`src/design/dtls_ack_record_parser_core_assert.svh`:
```
// Assertion macros shared by the parser modules. Each expands in a module that
// has clk_i and rst_ni in scope.
`ifndef DTLS_ACK_RECORD_PARSER_CORE_ASSERT_SVH
`define DTLS_ACK_RECORD_PARSER_CORE_ASSERT_SVH

// Check a condition at every clock edge outside reset.
`define DAP_ASSERT_NOW(lbl, cond, msg) \
  lbl: assert property (@(posedge clk_i) disable iff (!rst_ni) (cond)) else $error(msg);

// Check that a trigger at one edge implies a consequence at the next edge.
`define DAP_ASSERT_NEXT(lbl, trig, cons, msg) \
  lbl: assert property (@(posedge clk_i) disable iff (!rst_ni) (trig) |=> (cons)) \
    else $error(msg);

`endif

```
`src/design/dap_pkg.sv`:
```
`default_nettype none

package dap_pkg;

  localparam int unsigned LengthFieldBytes  = 2;
  localparam int unsigned RecordNumberBytes = 16;
  localparam int unsigned HalfRecordBytes   = RecordNumberBytes / 2;
  localparam int unsigned PayloadSat        = 65536;

  localparam int unsigned HdrCntW  = 2;
  localparam int unsigned LenW     = 16;
  localparam int unsigned PayCntW  = 17;
  localparam int unsigned PosW     = 4;
  localparam int unsigned WordW    = 64;
  localparam int unsigned StatusW  = 2;

  typedef enum logic [StatusW-1:0] {
    StOk          = 2'd0,
    StTooShort    = 2'd1,
    StLenMismatch = 2'd2,
    StNotMultiple = 2'd3
  } dap_status_e;

  typedef struct packed {
    logic [7:0] data_byte;
    logic       last_byte;
  } dap_item_t;

  typedef struct packed {
    logic             vld;
    dap_item_t        item;
  } dap_stage_t;

  typedef struct packed {
    logic             record_valid;
    logic [WordW-1:0] epoch;
    logic [WordW-1:0] sequence_res;
    logic             finished;
    dap_status_e      status;
  } dap_result_t;

endpackage

`default_nettype wire

```
`src/design/dap_in_if.sv`:
```
`default_nettype none

interface dap_in_if;
  logic       valid;
  logic       ready;
  logic [7:0] data_byte;
  logic       last_byte;

  modport source (output valid, output data_byte, output last_byte, input ready);
  modport sink (input valid, input data_byte, input last_byte, output ready);
endinterface

`default_nettype wire

```
`src/design/dap_out_if.sv`:
```
`default_nettype none

interface dap_out_if;
  logic        valid;
  logic        ready;
  logic        record_valid;
  logic [63:0] epoch;
  logic [63:0] sequence_res;
  logic        finished;
  logic [1:0]  status;

  modport source (
    output valid, output record_valid, output epoch, output sequence_res,
    output finished, output status, input ready
  );
  modport sink (
    input valid, input record_valid, input epoch, input sequence_res,
    input finished, input status, output ready
  );
endinterface

`default_nettype wire

```
`src/design/dtls_ack_record_parser_core.sv`:
```
`default_nettype none

// DTLS 1.3 ACK record parser. Feed the record one byte per transaction on rx_i,
// in wire order, with last_byte set on its final byte. The first two bytes are the
// big-endian payload length; each following group of 16 bytes is decoded into a
// 64-bit epoch and a 64-bit sequence number, and a result goes out on tx_o with
// record_valid set as soon as the group completes. The closing byte always yields
// a result with finished set and status (ok, too short, length mismatch, not a
// multiple of 16); a record number completed by that byte rides on the same
// result. Record numbers leave before the record is checked, so discard them when
// the closing status is not ok. The block takes one byte per cycle while the output
// buffer has room; each byte passes through an input register, the byte counters and
// assembly shift registers, and a two-entry output buffer that lets rx_i keep
// moving while a result waits.

module dtls_ack_record_parser_core
  import dap_pkg::*;
(
  input  wire logic   clk_i,
  input  wire logic   rst_ni,
  dap_in_if.sink      rx_i,
  dap_out_if.source   tx_o
);

  dap_item_t   rx_item;
  dap_stage_t  stage;
  dap_result_t result;
  dap_result_t head;
  logic        buf_ready;
  logic        advance;
  logic        push;

  assign rx_item = '{data_byte: rx_i.data_byte, last_byte: rx_i.last_byte};

  // Move the held byte into the parser whenever the output buffer has room.
  assign advance = stage.vld && buf_ready;

  dap_in_stage u_in_stage (
    .clk_i     (clk_i),
    .rst_ni    (rst_ni),
    .valid_i   (rx_i.valid),
    .item_i    (rx_item),
    .ready_o   (rx_i.ready),
    .advance_i (advance),
    .stage_o   (stage)
  );

  // Parse one byte per advance; push a result only for a completed record
  // number or a closing byte.
  dap_engine u_engine (
    .clk_i    (clk_i),
    .rst_ni   (rst_ni),
    .stage_i  (stage),
    .fire_i   (advance),
    .push_o   (push),
    .result_o (result)
  );

  dap_out_buf u_out_buf (
    .clk_i   (clk_i),
    .rst_ni  (rst_ni),
    .push_i  (push),
    .data_i  (result),
    .ready_o (buf_ready),
    .valid_o (tx_o.valid),
    .pop_i   (tx_o.ready),
    .data_o  (head)
  );

  assign tx_o.record_valid = head.record_valid;
  assign tx_o.epoch        = head.epoch;
  assign tx_o.sequence_res = head.sequence_res;
  assign tx_o.finished     = head.finished;
  assign tx_o.status       = head.status;

endmodule

`default_nettype wire

```
`src/design/dap_in_stage.sv`:
```
`default_nettype none

module dap_in_stage
  import dap_pkg::*;
(
  input  wire logic       clk_i,
  input  wire logic       rst_ni,
  input  wire logic       valid_i,
  input  wire dap_item_t  item_i,
  output logic            ready_o,
  input  wire logic       advance_i,
  output dap_stage_t      stage_o
);

  logic      vld_q, vld_d;
  dap_item_t item_q;

  // Take a new byte when empty or when the held one moves on this cycle.
  assign ready_o = !vld_q || advance_i;

  always_comb begin
    vld_d = vld_q;
    if (valid_i && ready_o) begin
      vld_d = 1'b1;
    end else if (advance_i) begin
      vld_d = 1'b0;
    end
  end

  always_ff @(posedge clk_i or negedge rst_ni) begin
    if (!rst_ni) begin
      vld_q <= 1'b0;
    end else begin
      vld_q <= vld_d;
    end
  end

  always_ff @(posedge clk_i) begin
    if (valid_i && ready_o) begin
      item_q <= item_i;
    end
  end

  assign stage_o = '{vld: vld_q, item: item_q};

endmodule

`default_nettype wire

```
`src/design/dap_engine.sv`:
```
`default_nettype none

`include "dtls_ack_record_parser_core_assert.svh"

module dap_engine
  import dap_pkg::*;
(
  input  wire logic       clk_i,
  input  wire logic       rst_ni,
  input  wire dap_stage_t stage_i,
  input  wire logic       fire_i,
  output logic            push_o,
  output dap_result_t     result_o
);

  logic [HdrCntW-1:0] hdr_cnt_q, hdr_cnt_d;
  logic [LenW-1:0]    decl_len_q, decl_len_d;
  logic [PayCntW-1:0] pay_cnt_q, pay_cnt_d;
  logic [WordW-1:0]   shift_ep_q, shift_ep_d;
  logic [WordW-1:0]   shift_sq_q, shift_sq_d;
  logic [PosW-1:0]    pos_q, pos_d;
  logic               rec_done;
  logic [7:0]         b;
  logic               last;
  dap_status_e        st;

  localparam logic [HdrCntW-1:0] HdrFull   = HdrCntW'(LengthFieldBytes);
  localparam logic [PosW-1:0]    PosLast   = PosW'(RecordNumberBytes - 1);
  localparam logic [PosW-1:0]    PosHalf   = PosW'(HalfRecordBytes);
  localparam logic [PayCntW-1:0] PaySatVal = PayCntW'(PayloadSat);

  assign b    = stage_i.item.data_byte;
  assign last = stage_i.item.last_byte;

  always_comb begin
    hdr_cnt_d  = hdr_cnt_q;
    decl_len_d = decl_len_q;
    pay_cnt_d  = pay_cnt_q;
    shift_ep_d = shift_ep_q;
    shift_sq_d = shift_sq_q;
    pos_d      = pos_q;
    rec_done   = 1'b0;

    if (hdr_cnt_q != HdrFull) begin
      // Shift in the big-endian length field.
      decl_len_d = {decl_len_q[LenW-9:0], b};
      hdr_cnt_d  = hdr_cnt_q + HdrCntW'(1);
    end else begin
      if (pay_cnt_q != PaySatVal) begin
        pay_cnt_d = pay_cnt_q + PayCntW'(1);
      end
      if (pos_q < PosHalf) begin
        shift_ep_d = {shift_ep_q[WordW-9:0], b};
      end else begin
        shift_sq_d = {shift_sq_q[WordW-9:0], b};
      end
      rec_done = (pos_q == PosLast);
      pos_d    = pos_q + PosW'(1);
    end

    if (hdr_cnt_d != HdrFull) begin
      st = StTooShort;
    end else if (pay_cnt_d != {1'b0, decl_len_d}) begin
      st = StLenMismatch;
    end else if (pay_cnt_d[PosW-1:0] != '0) begin
      st = StNotMultiple;
    end else begin
      st = StOk;
    end

    result_o.record_valid = rec_done;
    result_o.epoch        = rec_done ? shift_ep_d : '0;
    result_o.sequence_res = rec_done ? shift_sq_d : '0;
    result_o.finished     = last;
    result_o.status       = last ? st : StOk;

    // Drop back to the start state once the record is closed.
    if (last) begin
      hdr_cnt_d  = '0;
      decl_len_d = '0;
      pay_cnt_d  = '0;
      pos_d      = '0;
    end
  end

  assign push_o = fire_i && (rec_done || last);

  always_ff @(posedge clk_i or negedge rst_ni) begin
    if (!rst_ni) begin
      hdr_cnt_q  <= '0;
      decl_len_q <= '0;
      pay_cnt_q  <= '0;
      shift_ep_q <= '0;
      shift_sq_q <= '0;
      pos_q      <= '0;
    end else if (fire_i) begin
      hdr_cnt_q  <= hdr_cnt_d;
      decl_len_q <= decl_len_d;
      pay_cnt_q  <= pay_cnt_d;
      shift_ep_q <= shift_ep_d;
      shift_sq_q <= shift_sq_d;
      pos_q      <= pos_d;
    end
  end

  `DAP_ASSERT_NOW(a_hdr_cnt_range, hdr_cnt_q <= HdrFull, "header count out of range")
  `DAP_ASSERT_NOW(a_pos_idle_in_hdr, (hdr_cnt_q == HdrFull) || (pos_q == '0 && pay_cnt_q == '0), "payload state moved during length field")
  `DAP_ASSERT_NEXT(a_reset_after_last, fire_i && last, hdr_cnt_q == '0 && pos_q == '0 && pay_cnt_q == '0, "state not cleared after closing byte")

endmodule

`default_nettype wire

```
`src/design/dap_out_buf.sv`:
```
`default_nettype none

`include "dtls_ack_record_parser_core_assert.svh"

module dap_out_buf
  import dap_pkg::*;
(
  input  wire logic        clk_i,
  input  wire logic        rst_ni,
  input  wire logic        push_i,
  input  wire dap_result_t data_i,
  output logic             ready_o,
  output logic             valid_o,
  input  wire logic        pop_i,
  output dap_result_t      data_o
);

  dap_result_t mem_q [2];
  logic        wr_ptr_q, wr_ptr_d;
  logic        rd_ptr_q, rd_ptr_d;
  logic [1:0]  count_q, count_d;
  logic        do_pop;

  assign ready_o = (count_q != 2'd2);
  assign valid_o = (count_q != 2'd0);
  assign do_pop  = pop_i && valid_o;
  assign data_o  = mem_q[rd_ptr_q];

  always_comb begin
    wr_ptr_d = wr_ptr_q;
    rd_ptr_d = rd_ptr_q;
    count_d  = count_q;
    if (push_i) begin
      wr_ptr_d = !wr_ptr_q;
    end
    if (do_pop) begin
      rd_ptr_d = !rd_ptr_q;
    end
    case ({push_i, do_pop})
      2'b10:   count_d = count_q + 2'd1;
      2'b01:   count_d = count_q - 2'd1;
      default: count_d = count_q;
    endcase
  end

  always_ff @(posedge clk_i or negedge rst_ni) begin
    if (!rst_ni) begin
      wr_ptr_q <= 1'b0;
      rd_ptr_q <= 1'b0;
      count_q  <= 2'd0;
    end else begin
      wr_ptr_q <= wr_ptr_d;
      rd_ptr_q <= rd_ptr_d;
      count_q  <= count_d;
    end
  end

  always_ff @(posedge clk_i) begin
    if (push_i) begin
      mem_q[wr_ptr_q] <= data_i;
    end
  end

  `DAP_ASSERT_NOW(a_no_push_full, !(push_i && count_q == 2'd2), "push into full buffer")
  `DAP_ASSERT_NEXT(a_head_holds, count_q != 2'd0 && !do_pop, $stable(data_o), "head changed without pop")
  `DAP_ASSERT_NEXT(a_count_up, push_i && !do_pop, count_q == $past(count_q) + 2'd1, "count did not advance on push")

endmodule

`default_nettype wire
```
`src/flat_wrapper.sv`:
```
// flat-port wrapper written by rule: the top's interface ports become plain ports
module dtls_ack_record_parser_core_flat import dap_pkg::*;
  (clk_i, rst_ni, rx_i_valid, rx_i_data_byte, rx_i_last_byte, rx_i_ready, tx_o_valid, tx_o_record_valid, tx_o_epoch, tx_o_sequence_res, tx_o_finished, tx_o_status, tx_o_ready);
  dap_in_if rx_i_i ();
  dap_out_if tx_o_i ();
  input  wire logic clk_i;
  input  wire logic rst_ni;
  input wire logic [$bits(rx_i_i.valid)-1:0] rx_i_valid;
  input wire logic [$bits(rx_i_i.data_byte)-1:0] rx_i_data_byte;
  input wire logic [$bits(rx_i_i.last_byte)-1:0] rx_i_last_byte;
  output wire logic [$bits(rx_i_i.ready)-1:0] rx_i_ready;
  output wire logic [$bits(tx_o_i.valid)-1:0] tx_o_valid;
  output wire logic [$bits(tx_o_i.record_valid)-1:0] tx_o_record_valid;
  output wire logic [$bits(tx_o_i.epoch)-1:0] tx_o_epoch;
  output wire logic [$bits(tx_o_i.sequence_res)-1:0] tx_o_sequence_res;
  output wire logic [$bits(tx_o_i.finished)-1:0] tx_o_finished;
  output wire logic [$bits(tx_o_i.status)-1:0] tx_o_status;
  input wire logic [$bits(tx_o_i.ready)-1:0] tx_o_ready;
  assign rx_i_i.valid = rx_i_valid;
  assign rx_i_i.data_byte = rx_i_data_byte;
  assign rx_i_i.last_byte = rx_i_last_byte;
  assign rx_i_ready = rx_i_i.ready;
  assign tx_o_valid = tx_o_i.valid;
  assign tx_o_record_valid = tx_o_i.record_valid;
  assign tx_o_epoch = tx_o_i.epoch;
  assign tx_o_sequence_res = tx_o_i.sequence_res;
  assign tx_o_finished = tx_o_i.finished;
  assign tx_o_status = tx_o_i.status;
  assign tx_o_i.ready = tx_o_ready;
  dtls_ack_record_parser_core u_core (.clk_i(clk_i), .rst_ni(rst_ni), .rx_i(rx_i_i), .tx_o(tx_o_i));
endmodule
```
`config.mk`:
```
export PLATFORM = sky130hd
export DESIGN_NAME = dtls_ack_record_parser_core_flat
export DESIGN_NICKNAME = d
export VERILOG_FILES = /design/src/design/dap_pkg.sv /design/src/design/dap_in_if.sv /design/src/design/dap_out_if.sv /design/src/design/dtls_ack_record_parser_core.sv /design/src/design/dap_in_stage.sv /design/src/design/dap_engine.sv /design/src/design/dap_out_buf.sv /design/src/flat_wrapper.sv
export VERILOG_INCLUDE_DIRS = /design/src /design/src/design
export SDC_FILE = /design/constraint.sdc
export NUM_CORES = 1
export LEC_CHECK = 0
export ABC_AREA = 1
export BUFFER_PORTS_ARGS = -buffer_cell sky130_fd_sc_hd__buf_2
export CELL_PAD_IN_SITES_DETAIL_PLACEMENT = 2
export CELL_PAD_IN_SITES_GLOBAL_PLACEMENT = 2
export CORE_MARGIN = 2
export CORE_UTILIZATION = 41
export DETAILED_ROUTE_END_ITERATION = 10
export PLACE_DENSITY_LB_ADDON = 0.1
export SETUP_SLACK_MARGIN = 0.02
export SYNTH_ARGS = -nofsm -noshare
export SYNTH_HDL_FRONTEND = slang
export SYNTH_SLANG_ARGS = --single-unit
```
`constraint.sdc`:
```
create_clock -name clk_i -period 11.8 [get_ports clk_i]
set_input_delay 1.18 -clock clk_i [delete_from_list [all_inputs] [get_ports clk_i]]
set_output_delay 1.18 -clock clk_i [all_outputs]
set_load 0.1 [all_outputs]
```
# Word-level counts from Yosys, hierarchy flattened
# Memories as Yosys holds them, arrays and structs flattened.
# Index checks and enable logic that the tools add are counted.
[classes] eq_ne=9 n_addsub=5 magnitude_cmp=1 mux=25 n_reduce_logical=14
[ops] cell="$mux W64" n=6
[ops] cell="$mux W17" n=3
[ops] cell="$mux W16" n=2
[ops] cell="$add A17 B1 Y17 const B" n=1
[ops] cell="$ne A17 B16 Y1" n=1
[ops] cell="$ne A17 B17 Y1 const B" n=1
[ops] cell="$mux W2" n=6
[ops] cell="$mux W4" n=2
[ops] cell="$ne A2 B2 Y1 const B" n=3
[ops] cell="$reduce_bool A2 Y1" n=3
[ops] cell="$mux W1" n=5
[ops] cell="$add A2 B1 Y2 const B" n=2
[ops] cell="$add A4 B1 Y4 const B" n=1
[ops] cell="$eq A4 B4 Y1 const B" n=1
[ops] cell="$logic_and A1 B1 Y1" n=4
[ops] cell="$lt A4 B4 Y1 const B" n=1
[ops] cell="$pmux W2 S2" n=1
[ops] cell="$reduce_bool A4 Y1" n=1
[ops] cell="$logic_not A1 Y1" n=3
[ops] cell="$eq A2 B1 Y1 const B" n=1
[ops] cell="$eq A2 B2 Y1 const B" n=1
[ops] cell="$logic_or A1 B1 Y1" n=2
[ops] cell="$ne A2 B1 Y1 const B" n=1
[ops] cell="$reduce_and A2 Y1" n=1
[ops] cell="$sub A2 B1 Y2 const B" n=1
[totals] out_inout_bits=134 memories=1 input_bits=13 reg_bits=181 ram_bits=264
[mem_list] memory="u_core.u_out_buf.mem_q" words=2 width=132 read_ports=1 rd_ports_with_merged_regs=0 write_ports=1 line_no="dap_out_buf.sv:18" rtl="dap_result_t mem_q [2];"

# Longest topological paths before layout
# Gate-level depths: netlist of run 1.
[logic_depth] depth_word=8 ltp_mapped=19 mapped_depth_nobuf=18

# By module
# From an unflattened synthesis of run 1, not the netlist that was laid out.
[unflattened] cells_unflattened=1889 area_unflattened_um2=18465.2
[by_module_without_submodules] mod="dap_out_buf" area_each_um2=9851.9 cells_per_inst=718 n_inst=1
[by_module_without_submodules] mod="dap_engine" area_each_um2=8282.9 cells_per_inst=1153 n_inst=1
[by_module_without_submodules] mod="dap_in_stage" area_each_um2=322.8 cells_per_inst=16 n_inst=1
[by_module_without_submodules] mod="dtls_ack_record_parser_core" area_each_um2=7.5 cells_per_inst=2 n_inst=1

# Worst setup path after synthesis of run 1
# Ideal clock, no wire load.
[synth_path] kind="register to register" from="register u_core.u_engine.hdr_cnt_q[0]" to="memory u_core.u_out_buf.mem_q[0][0] (netlist bit), enable pin" n_path_buf=2 slack_ns=4.328 t_required_ns=11.174 path_stages_with_launch=9 arrival_ns=6.847 cell_sequence="dfrtp_1 -> inv_1 -> ha_1 -> buf_2 -> buf_2 -> nand2_1 -> nor2_1 -> o21ai_0 -> nor2_1"
[synth_rtl] item="start: declaration" line_no="dap_engine.sv:16" rtl="logic [HdrCntW-1:0] hdr_cnt_q, hdr_cnt_d;"
[synth_rtl] item="start signal: assignment" line_no="dap_engine.sv:97" rtl="hdr_cnt_q <= hdr_cnt_d;"
[synth_rtl] item="end: declaration" line_no="dap_out_buf.sv:18"

# Worst setup path in the final report of run 1
[layout_path] from="register u_core.u_out_buf.rd_ptr_q" to="output tx_o_epoch[61]"
[layout_via] elab_chain_cells=1
[layout_rtl] item="start: declaration" line_no="dap_out_buf.sv:20" rtl="logic rd_ptr_q, rd_ptr_d;"
[layout_rtl] item="start signal: assignment" line_no="dap_out_buf.sv:53" rtl="rd_ptr_q <= rd_ptr_d;"
[layout_rtl] item="$mem_v2 Z2 W132"
[layout_rtl] item="end: declaration" line_no="flat_wrapper.sv:14" rtl="output wire logic [$bits(tx_o_i.epoch)-1:0] tx_o_epoch;"
# No other way between the ends.

==> flow_metrics.py, run 1 <==
metrics = {
    "sta": {
        "fin_crit_ps": 4930,
        "worst_pin_slew_ps": 1240,
        "relSlewSlack_pct": 17.2,
        "max_freq_ghz": 0.203,
        "fin_skew_ps": 16.2,
        "finalSetupViolCount": 0,
        "fin_crit_sh_pct": 41.8,
        "tns_ps": 0,
        "final_hold_viol_count": 0,
        "slew_viol_final": 0,
        "rsz0062_at_grt": "no",
    },
    "drt": {
        "wirelength_um": 56200,
        "vias_per_cell": 5.16,
        "wl_per_cell_um": 21.3,
        "drtPass1Iterations": 5,
        "route.detailed.drc": 0,
        "ant_nets": 0,
        "drtIter0Drc": 675,
        "via_count": 13618,
    },
    "grt": {
        "grt_pass1_wl_um": 88100,
        "grt-busiest-layer": "met2",
        "grt_usage_pct": 24.5,
        "antenna_found_initial": 0,
        "grt_pass1_vias": 15075,
        "grt_util_met3_pct": 2.85,
        "grtUsageMet2_pct": 43.1,
        "grt_start_max_net_pins": 113,
        "met1_usage_pct": 31.9,
        "overflow": 0,
    },
    "critical_path": {
        "path_max_fanout": 79,
        "worstSetupPathType": "flip-flop to output pin",
        "worstPathRequired_ps": 10620,
        "cp_cell_sequence": "inv_4 -> buf_4 -> nand2_1 -> nand2_1 -> buf_2",
        "max_stage_delay_ps": 860,
        "crit_family": "buffers and inverters",
        "worst_path_max_delay_cell": "buf_4",
        "endpoint_kind": "output pin",
        "cp.arrival_ps": 3750,
        "cp-start-kind": "flip-flop",
        "cp_common_cell": "nand2_1",
        "critPathBufInv": 3,
    },
    "floorplanning": {
        "die_h_um": 216,
        "io-pin-count": 147,
        "fp-row-count": 77,
        "initial_utilization_pct": 41.6,
        "die_area_um2": 46500,
        "coreArea_um2": 44200,
        "die_w_um": 216,
    },
    "logic_synthesis": {
        "yosys.area.top_type": "edfxtp_1",
        "synth_top_area_share_pct": 44.6,
        "syn_nets": 1915,
        "syn_area_um2": 18400,
        "synthTopCellsByArea": "edfxtp_1 45%, dfrtp_1 22%, nand2_1 14%",
        "synth.most_common_cell": "nand2_1",
        "synth_edf_count": 273,
        "ys_seq_area_share_pct": 66.9,
        "yosys_most_used_dff": "edfxtp_1",
        "yosysWarnings": 0,
        "syn_area_per_cell_um2": 9.69,
        "ys_types": 29,
        "synth_common_cells": "680 x nand2_1, 273 x edfxtp_1, 197 x nor2_1, 186 x o21ai_0, 164 x dfrtp_1",
        "ys_ff_latch": 437,
        "synthArstFlopShare_pct": 37.5,
        "syn_inst": 1896,
    },
    "worst_hold_path": {
        "hold_path.class": "flip-flop to flip-flop",
    },
    "cts": {
        "cts_hold_buf": 0,
        "cts_root_buf": "clkbuf_16",
        "post_cts_buffers": 0,
        "post_cts_resized": 0,
        "cts.path.max_buffers": 3,
        "cts_sinks": 437,
        "cts_buffers": 47,
        "cts_tree": "built",
        "cts_max_level": 2,
        "cts.reportedPaths.clkPinSlew_ps": 60,
        "clk_latency_ps": 590,
    },
    "cells_and_area": {
        "layout-drive-gt1-share_pct": 12.4,
        "n_fill_cell": 4669,
        "nets": 2027,
        "seqCellArea_um2": 12300,
        "antenna_cells": 0,
        "fin_util_pct": 47.9,
        "areaGrowthSynthToFinish_pct": 15.3,
        "multi_input_area_um2": 5140,
    },
    "run_status": {
        "outcome": "finished, final reports clean",
    },
    "placement": {
        "dpl.hpwl_um": 35600,
        "portBuffers": 146,
        "gp_congestion": 0.830,
    },
    "job": {
        "cap_violations": 0,
    },
}
[per-layer routing]
layer | part of all wire, % | wire length [um]
met2 | 51 | 28600
met1 | 44 | 25000
met3 | 2.4 | 1340
met5 | 0 | 0
met4 | 2.3 | 1280
[sequential cells by signal (all words and copies together), names as in the netlist]
signal                      flops
u_core.u_out_buf.rd_ptr_q       1
u_core.u_engine.decl_len_q     16
u_core.u_engine.shift_ep_q     64
u_core.u_in_stage.vld_q         1
u_core.u_engine.shift_sq_q     56
u_core.u_out_buf.wr_ptr_q       1
u_core.u_engine.pos_q           4
u_core.u_engine.hdr_cnt_q       2
u_core.u_out_buf.mem_q        264
u_core.u_engine.pay_cnt_q      17
u_core.u_out_buf.count_q        2
u_core.u_in_stage.stage_o       9
[layout make-up]
cell class | instances | share of cell area, %
Clock inverter | 15 | 0.632
Timing Repair Buffer | 159 | 3.94
Tap cell | 592 | 3.50
Inverter | 160 | 2.87
Multi-Input combinational cell | 1203 | 24.3
Clock buffer | 72 | 6.67
Sequential cell | 437 | 58.1
[layout by cell type, fill, tap and decap left out, types with 5 or more instances in the layout]
| master | synthesis | final |
|---|---|---|
| buf_4 | 0 | 13 |
| nand3_1 | 45 | 44 |
| clkbuf_1 | 79 | 13 |
| inv_1 | 157 | 155 |
| clkinv_2 | 0 | 7 |
| buf_2 | 12 | 145 |
| o21ai_0 | 186 | 186 |
| a21oi_1 | 36 | 35 |
| edfxtp_1 | 273 | 273 |
| o22ai_1 | 19 | 19 |
| nor2_4 | 3 | 5 |
| nand4_1 | 5 | 5 |
| clkinv_1 | 0 | 5 |
| ha_1 | 6 | 6 |
| clkbuf_16 | 0 | 49 |
| clkbuf_8 | 0 | 10 |
| nor2_1 | 197 | 195 |
| dfrtp_1 | 164 | 163 |
| nand2_1 | 680 | 679 |
| xor2_1 | 6 | 6 |
[path summary, 6_finish.rpt]
path | start | to | slack [ps] | depth (start not counted)
worst max-delay path | u_core.u_out_buf.rd_ptr_q$_DFFE_PN0P_ | tx_o_epoch[61] | 6870 | 5
worst min-delay path | u_core.u_engine.shift_ep_q[16]$_DFFE_PN0P_ | u_core.u_engine.shift_ep_q[16]$_DFFE_PN0P_ | 490 | 2
worst max register to register | u_core.u_engine.hdr_cnt_q[0]$_DFFE_PN0P_ | u_core.u_out_buf.mem_q[0][1]$_DFFE_PP_ | 7220 | 10
worst min register to register | u_core.u_engine.shift_ep_q[16]$_DFFE_PN0P_ | u_core.u_engine.shift_ep_q[16]$_DFFE_PN0P_ | 490 | 2
max in group asynchronous | rst_ni | u_core.u_out_buf.rd_ptr_q$_DFFE_PN0P_ | 9770 | 2
min in group asynchronous | rst_ni | u_core.u_engine.hdr_cnt_q[0]$_DFFE_PN0P_ | 580 | 1
[worst reg2reg max path: stages (launching register included)]
cell and delay, ps:
dfrtp_1 360, inv_1 100, ha_1 170, buf_4 430
nand2_1 130, nor2_1 300, o21ai_0 130, buf_4 220
nor2_4 720, buf_4 590, buf_4 910
[kinds of logic (layout without fill, tap and decap cells)]
| kind of cell | count (synthesis) | count (layout) | share of synthesized area [%] |
|---|---|---|---|
| buffers and inverters | 256 | 406 | 5.31 |
| multiplexers | 1 | 1 | 0.0545 |
| AO/OA/AOI/OAI | 245 | 245 | 6.86 |
| AND/OR/NAND/NOR | 944 | 944 | 20.1 |
| adder cells (fa/ha/maj) | 6 | 6 | 0.409 |
| XOR/XNOR | 7 | 7 | 0.334 |
| flip-flops | 437 | 437 | 66.9 |
[per-stage QoR]
step / instance area [um^2] / setup slack, ps / hold WS [ps] / cells
final: 21200 / 6870 / 488 / 2638
after CTS: 21200 / 6700 / 490 / 2638
after global placement: 19600 / 7340 / 466 / 2551
after floorplan: 18400 / 4330 / 453 / 1896
after detailed placement: 19600 / 7140 / 476 / 2551
after global routing: 21200 / 6630 / 523 / 2638
Power of run 1 is left out: the tool's default activity adds up to more than one toggle a clock period on the data nets, which glitch-free logic cannot reach.
==> inputs of run 2 (changes only) <==
- CORE_UTILIZATION: 41 -> 34
- clock period: 11.8 -> 4.5 ns (I/O delays scaled with it)
==> run 2 against run 1 <==
  * Critical path depth fell by 1
  * Sequential share of layout area fell by 1.2 points
  * Non-clock buffer count rose by 8
  * Design area rose by 2.0%
  * Die area rose by 20%
  * Utilization fell by 7.6 points
  * Count of clock-buffer cells in the layout fell by 9
  * Highest routed layer is now met5
==> flow_metrics.py, run 2 (same netlist as run 1, synthesis figures left out) <==
metrics = {
    "drt": {
        "route.detailed.drc": 0,
        "via_count": 13488,
        "wl_per_cell_um": 19.4,
        "ant_nets": 0,
        "wirelength_um": 53500,
        "drtIter0Drc": 656,
        "drtPass1Iterations": 4,
        "vias_per_cell": 4.89,
    },
    "grt": {
        "grt_start_max_net_pins": 87,
        "grt_pass1_vias": 15072,
        "grt_usage_pct": 19.5,
        "grt_pass1_wl_um": 85900,
        "overflow": 0,
        "antenna_found_initial": 3,
    },
    "cts": {
        "post_cts_buffers": 0,
        "post_cts_resized": 0,
        "cts_hold_buf": 1,
        "clk_latency_ps": 600,
        "cts.reportedPaths.clkPinSlew_ps": 60,
        "cts.path.max_buffers": 3,
        "cts_tree": "built",
        "cts_max_level": 2,
        "cts_root_buf": "clkbuf_16",
        "cts_sinks": 437,
        "cts_buffers": 50,
    },
    "job": {
        "cap_violations": 0,
    },
    "critical_path": {
        "cp_common_cell": "nand2_1",
        "worstPathRequired_ps": 4050,
        "max_stage_delay_ps": 870,
        "critPathBufInv": 2,
        "worst_path_max_delay_cell": "buf_4",
        "cp.arrival_ps": 3180,
        "cp_cell_sequence": "buf_4 -> nand2_1 -> nand2_1 -> buf_2",
        "worstSetupPathType": "flip-flop to output pin",
        "endpoint_kind": "output pin",
        "cp-start-kind": "flip-flop",
        "crit_family": "buffers and inverters",
        "path_max_fanout": 85,
    },
    "floorplanning": {
        "io-pin-count": 147,
        "die_w_um": 236,
        "initial_utilization_pct": 34.3,
        "coreArea_um2": 53600,
        "die_h_um": 236,
        "die_area_um2": 55900,
        "fp-row-count": 85,
    },
    "cells_and_area": {
        "n_fill_cell": 5794,
        "layout_commonest_cell": "nand2_1",
        "layout-drive-gt1-share_pct": 13.1,
        "top_register": "u_core.u_out_buf.mem_q",
        "nets": 2038,
        "antenna_cells": 0,
        "fin_util_pct": 40.3,
        "seqCellArea_um2": 12300,
        "multi_input_area_um2": 5140,
        "areaGrowthSynthToFinish_pct": 17.6,
        "final_cell_mix": "679 x nand2_1, 273 x edfxtp_1, 195 x nor2_1, 186 x o21ai_0, 163 x dfrtp_1",
        "top_regs": "u_core.u_out_buf.mem_q x264, u_core.u_engine.shift_ep_q x64, u_core.u_engine.shift_sq_q x56",
        "largest_reg_flops": 264,
    },
    "placement": {
        "portBuffers": 146,
        "dpl.hpwl_um": 34200,
        "gp_congestion": 0.805,
    },
    "sta": {
        "final_hold_viol_count": 0,
        "worst_pin_slew_ps": 1090,
        "fin_skew_ps": 18.3,
        "finalSetupViolCount": 0,
        "relSlewSlack_pct": 27.5,
        "fin_crit_sh_pct": 80.8,
        "slew_viol_final": 0,
        "rsz0062_at_grt": "no",
        "fin_crit_ps": 3630,
        "max_freq_ghz": 0.275,
    },
    "run_status": {
        "outcome": "finished, final reports clean",
    },
    "worst_hold_path": {
        "hold_path.class": "primary input to flip-flop",
    },
}
[run 2: cell types whose count changed in the layout (fill, tap and decap cells not counted), sizes merged]
cell         delta
dlygate4sd3     +1
buf             +7
bufinv          +6
clkinv          +7
clkbuf          -9
inv             +3
[run 2: per-stage QoR]
| step | cell area (um^2) | setup TNS (ps) | worst slack (ps) | hold WS [ps] | cells |
|---|---|---|---|---|---|
| final | 21600 | 0 | 866 | 42.8 | 2757 |
| after global routing | 21600 | 0 | 662 | 14.0 | 2757 |
| after CTS | 21600 | 0 | 760 | 1.75 | 2757 |
| after detailed placement | 19900 | 0 | 1400 | 474 | 2662 |
| after global placement | 19900 | 0 | 1400 | 465 | 2662 |
| after floorplan | 18400 | -204210 | -774 | 154 | 1896 |
[run 2: layer usage]
metal / vias up / wire (um) / track usage, % / part of all wire (%)
met3: 76 / 1860 / 3.31 / 3.5
li1: 6375 / - / - / -
met2: 176 / 26000 / 33.4 / 49
met4: 6 / 914 / 4.07 / 1.7
met1: 6855 / 24600 / 26.2 / 46
met5: - / 42 / 0 / 0.079
[run 2: cell type report]
cell class,count,area share (%)
clock inverter,31,1.70
inverter,160,2.81
tap,696,4.03
sequential,437,56.9
multi-input combinational,1203,23.8
clock buffer,63,6.30
timing repair buffer,167,4.44
[run 2: worst register-to-register path: cells and delay by family, from the launching register on]
family | cells | cell delay, ps
AO/OA/AOI/OAI | 2 | 610
buffers and inverters | 3 | 1050
flip-flops | 1 | 410
AND/OR/NAND/NOR | 1 | 590
[run 2: final timing paths]
kind	end	slack (ps)	from	cells after the start
min in group asynchronous	u_core.u_engine.shift_ep_q[20]$_DFFE_PN0P_	530	rst_ni	2
setup reg to reg	u_core.u_out_buf.mem_q[1][103]$_DFFE_PP_	1470	u_core.u_out_buf.count_q[0]$_DFFE_PN0P_	6
hold / removal	u_core.u_in_stage.stage_o[4]$_DFFE_PP_	40	rx_i_data_byte[3]	1
max in group asynchronous	u_core.u_engine.shift_ep_q[16]$_DFFE_PN0P_	2900	rst_ni	3
setup / recovery	tx_o_sequence_res[0]	870	u_core.u_out_buf.rd_ptr_q$_DFFE_PN0P_	4
hold reg to reg	u_core.u_engine.shift_sq_q[3]$_DFFE_PN0P_	490	u_core.u_engine.shift_sq_q[3]$_DFFE_PN0P_	2
Power of run 2 is left out for the same reason.
==> inputs of run 3 (changes only) <==
- ABC_AREA: 1 -> 0
- CORE_UTILIZATION: 34 -> 39
- clock period: 4.5 -> 3.2 ns (I/O delays scaled with it)
==> run 3 against run 2 <==
  * Highest routed layer is now met4
  * Non-clock buffer count increased by 32
  * Count of clock-buffer cells in the layout up 4
  * Hold slack improved by 78 ps
  * Global-route usage fell by 0.64 points
  * Clock skew down 0.77 ps
  * First-iteration DRC count is 30% lower
  * Utilization grew 6.2 points
  * Sequential cell count is the same
  * Critical path depth is 1 lower
  * Routed wire length fell by 18%
==> flow_metrics.py, run 3 <==
metrics = {
    "floorplanning": {
        "die_h_um": 220,
        "io-pin-count": 147,
        "initial_utilization_pct": 39.3,
        "fp-row-count": 79,
        "coreArea_um2": 46300,
        "die_area_um2": 48300,
        "die_w_um": 220,
    },
    "drt": {
        "routed.top_layer": "met4",
        "route.detailed.drc": 0,
        "wl_per_cell_um": 21.9,
        "met3_length_um": 1610,
        "ant_nets": 0,
        "wl_met2_um": 21000,
        "vias_per_cell": 5.11,
        "wl_met1_um": 20400,
        "drtPass1Iterations": 5,
        "via_count": 10260,
        "drtIter0Drc": 460,
        "wirelength_um": 43900,
    },
    "cts": {
        "cts_max_level": 2,
        "cts_sinks": 437,
        "cts_root_buf": "clkbuf_16",
        "cts.reportedPaths.clkPinSlew_ps": 50,
        "cts_tree": "built",
        "post_cts_buffers": 0,
        "clk_latency_ps": 590,
        "cts.path.max_buffers": 3,
        "cts_buffers": 46,
    },
    "sta": {
        "max_freq_ghz": 0.344,
        "tns_ps": 0,
        "final_hold_viol_count": 0,
        "fin_crit_ps": 2910,
        "finalSetupViolCount": 0,
        "fin_skew_ps": 17.5,
        "layout_setup_ws_ps": 293,
        "relSlewSlack_pct": 56.3,
        "rsz0062_at_grt": "no",
        "fin_crit_sh_pct": 90.8,
        "worst_pin_slew_ps": 655,
        "slew_viol_final": 0,
    },
    "logic_synthesis": {
        "syn_area_per_cell_um2": 15.2,
        "syn_area_um2": 18200,
        "yosys.area.top_type": "edfxtp_1",
        "ys_types": 50,
        "syn_nets": 1212,
        "synth_top_area_share_pct": 45.1,
        "synthArstFlopShare_pct": 37.5,
        "synth_common_cells": "273 x edfxtp_1, 251 x mux2_2, 164 x dfrtp_1, 133 x and2_1, 61 x clkbuf_1",
        "synthTopCellsByArea": "edfxtp_1 45%, dfrtp_1 23%, mux2_2 16%",
        "yosys_most_used_dff": "edfxtp_1",
        "synth.most_common_cell": "edfxtp_1",
        "synth_edf_count": 273,
        "ys_ff_latch": 437,
        "syn_inst": 1193,
        "yosysWarnings": 0,
        "ys_seq_area_share_pct": 67.7,
    },
    "power": {
        "p_clk_share_pct": 24.5,
        "p_per_area_nw_per_um2": 1040,
        "p_sw_w": 0.00997,
        "ir_drop_mv": 0.714,
        "intPower_w": 0.0123,
        "comb_power_share_pct": 40.7,
        "leakage_nw": 8.67,
        "switching_share_pct": 44.7,
        "total_power_w": 0.0223,
        "seqPwrFrac_pct": 34.8,
    },
    "grt": {
        "antenna_found_initial": 1,
        "grt_usage_pct": 18.9,
        "grt_pass1_vias": 11353,
        "overflow": 0,
        "grt_start_max_net_pins": 131,
        "grt_pass1_wl_um": 69000,
    },
    "placement": {
        "portBuffers": 146,
        "place_ws_ps": 347,
        "gp_congestion": 0.801,
        "dpl.hpwl_um": 28000,
        "dpl_cell_area_um2": 19800,
    },
    "cells_and_area": {
        "final_area_um2": 21500,
        "antenna_cells": 0,
        "top_regs": "u_core.u_out_buf.mem_q x264, u_core.u_engine.shift_ep_q x64, u_core.u_engine.shift_sq_q x56",
        "fin_util_pct": 46.5,
        "largest_reg_flops": 264,
        "layout_commonest_cell": "edfxtp_1",
        "n_fill_cell": 4387,
        "areaGrowthSynthToFinish_pct": 18.4,
        "top_register": "u_core.u_out_buf.mem_q",
        "seqCellArea_um2": 12300,
        "nets": 1381,
        "multi_input_area_um2": 5550,
        "layout-drive-gt1-share_pct": 37.8,
        "final_cell_mix": "273 x edfxtp_1, 251 x mux2_2, 163 x dfrtp_1, 145 x buf_2, 133 x and2_1",
    },
    "critical_path": {
        "worstPathRequired_ps": 2880,
        "cp.arrival_ps": 2590,
        "path_max_fanout": 38,
        "worstSetupPathType": "flip-flop to output pin",
        "cp-start-kind": "flip-flop",
        "endpoint_kind": "output pin",
    },
    "job": {
        "cap_violations": 0,
    },
    "run_status": {
        "outcome": "finished, final reports clean",
    },
    "worst_hold_path": {
        "hold_path.class": "primary input to flip-flop",
    },
}
## run 3: worst max-delay path, stage by stage, from the launching register on
cell and delay (ps):
dfrtp_4 860, buf_4 420, mux2_2 390, buf_2 300
## run 3: logic make-up (layout without fill, tap and decap cells)
group                      after synthesis  in the layout  synth area share [%]
adders and majority gates                6              6                 0.413
and+or+nand+nor                        272            272                  8.65
xor gates and xnor gates                32             32                  1.69
muxes                                  270            270                  16.6
AOI/OAI and AO/OA                       88             88                  2.93
DFF                                    437            437                  67.7
buffers and inverters                   88            295                  1.98
## run 3: power by group through the flow
stage               Clock, W  Combinational (W)  Sequential, W
finish               0.00547            0.00908        0.00775
global route         0.00587            0.00950        0.00789
CTS                  0.00565            0.00922        0.00777
detailed placement         0            0.00917        0.00787
global placement           0            0.00909        0.00781
floorplan                  0            0.00759        0.00748
## run 3: final cells by class
| cell class | count | share of cell area, % |
|---|---|---|
| clock inverter | 19 | 0.989 |
| timing repair buffer | 199 | 6.05 |
| clock buffer | 67 | 6.24 |
| sequential | 437 | 57.2 |
| multi-input combinational | 668 | 25.8 |
| tap | 607 | 3.53 |
| inverter | 10 | 0.175 |
## run 3: path summary, 6_finish.rpt
check	to	slack [ps]	start	cells after the start
hold reg to reg	u_core.u_engine.decl_len_q[15]$_DFFE_PN0P_	500	u_core.u_engine.decl_len_q[15]$_DFFE_PN0P_	2
min in group asynchronous	u_core.u_engine.shift_sq_q[22]$_DFFE_PN0P_	270	rst_ni	2
max in group asynchronous	u_core.u_engine.shift_ep_q[39]$_DFFE_PN0P_	2070	rst_ni	3
setup / recovery	tx_o_epoch[34]	290	u_core.u_out_buf.rd_ptr_q$_DFFE_PN0P_	3
hold / removal	u_core.u_out_buf.rd_ptr_q$_DFFE_PN0P_	120	tx_o_ready	3
setup reg to reg	u_core.u_out_buf.mem_q[1][1]$_DFFE_PP_	350	u_core.u_engine.hdr_cnt_q[0]$_DFFE_PN0P_	10
## run 3: routing by layer
layer | vias up | global-route usage, %
met3 | 62 | 3.40
met5 | - | 0
met2 | 169 | 30.6
met1 | 5352 | 26.3
li1 | 4677 | -
met4 | 0 | 4.99
## run 3: timing repair
item | in CTS | in global routing
endpoints found under the hold margin | 60 | 0
hold buffers | 11 | 0
resized for setup | 0 | 0
## run 3: per-stage QoR
stage / hold WS, ps / cells
2_1_floorplan: 24.4 / 1193
3_3_place_gp: 344 / 1910
3_5_place_dp: 341 / 1910
4_1_cts: 87.5 / 2007
5_1_grt: 112 / 2007
6_report: 121 / 2007
(Power assumes the default switching activity.)
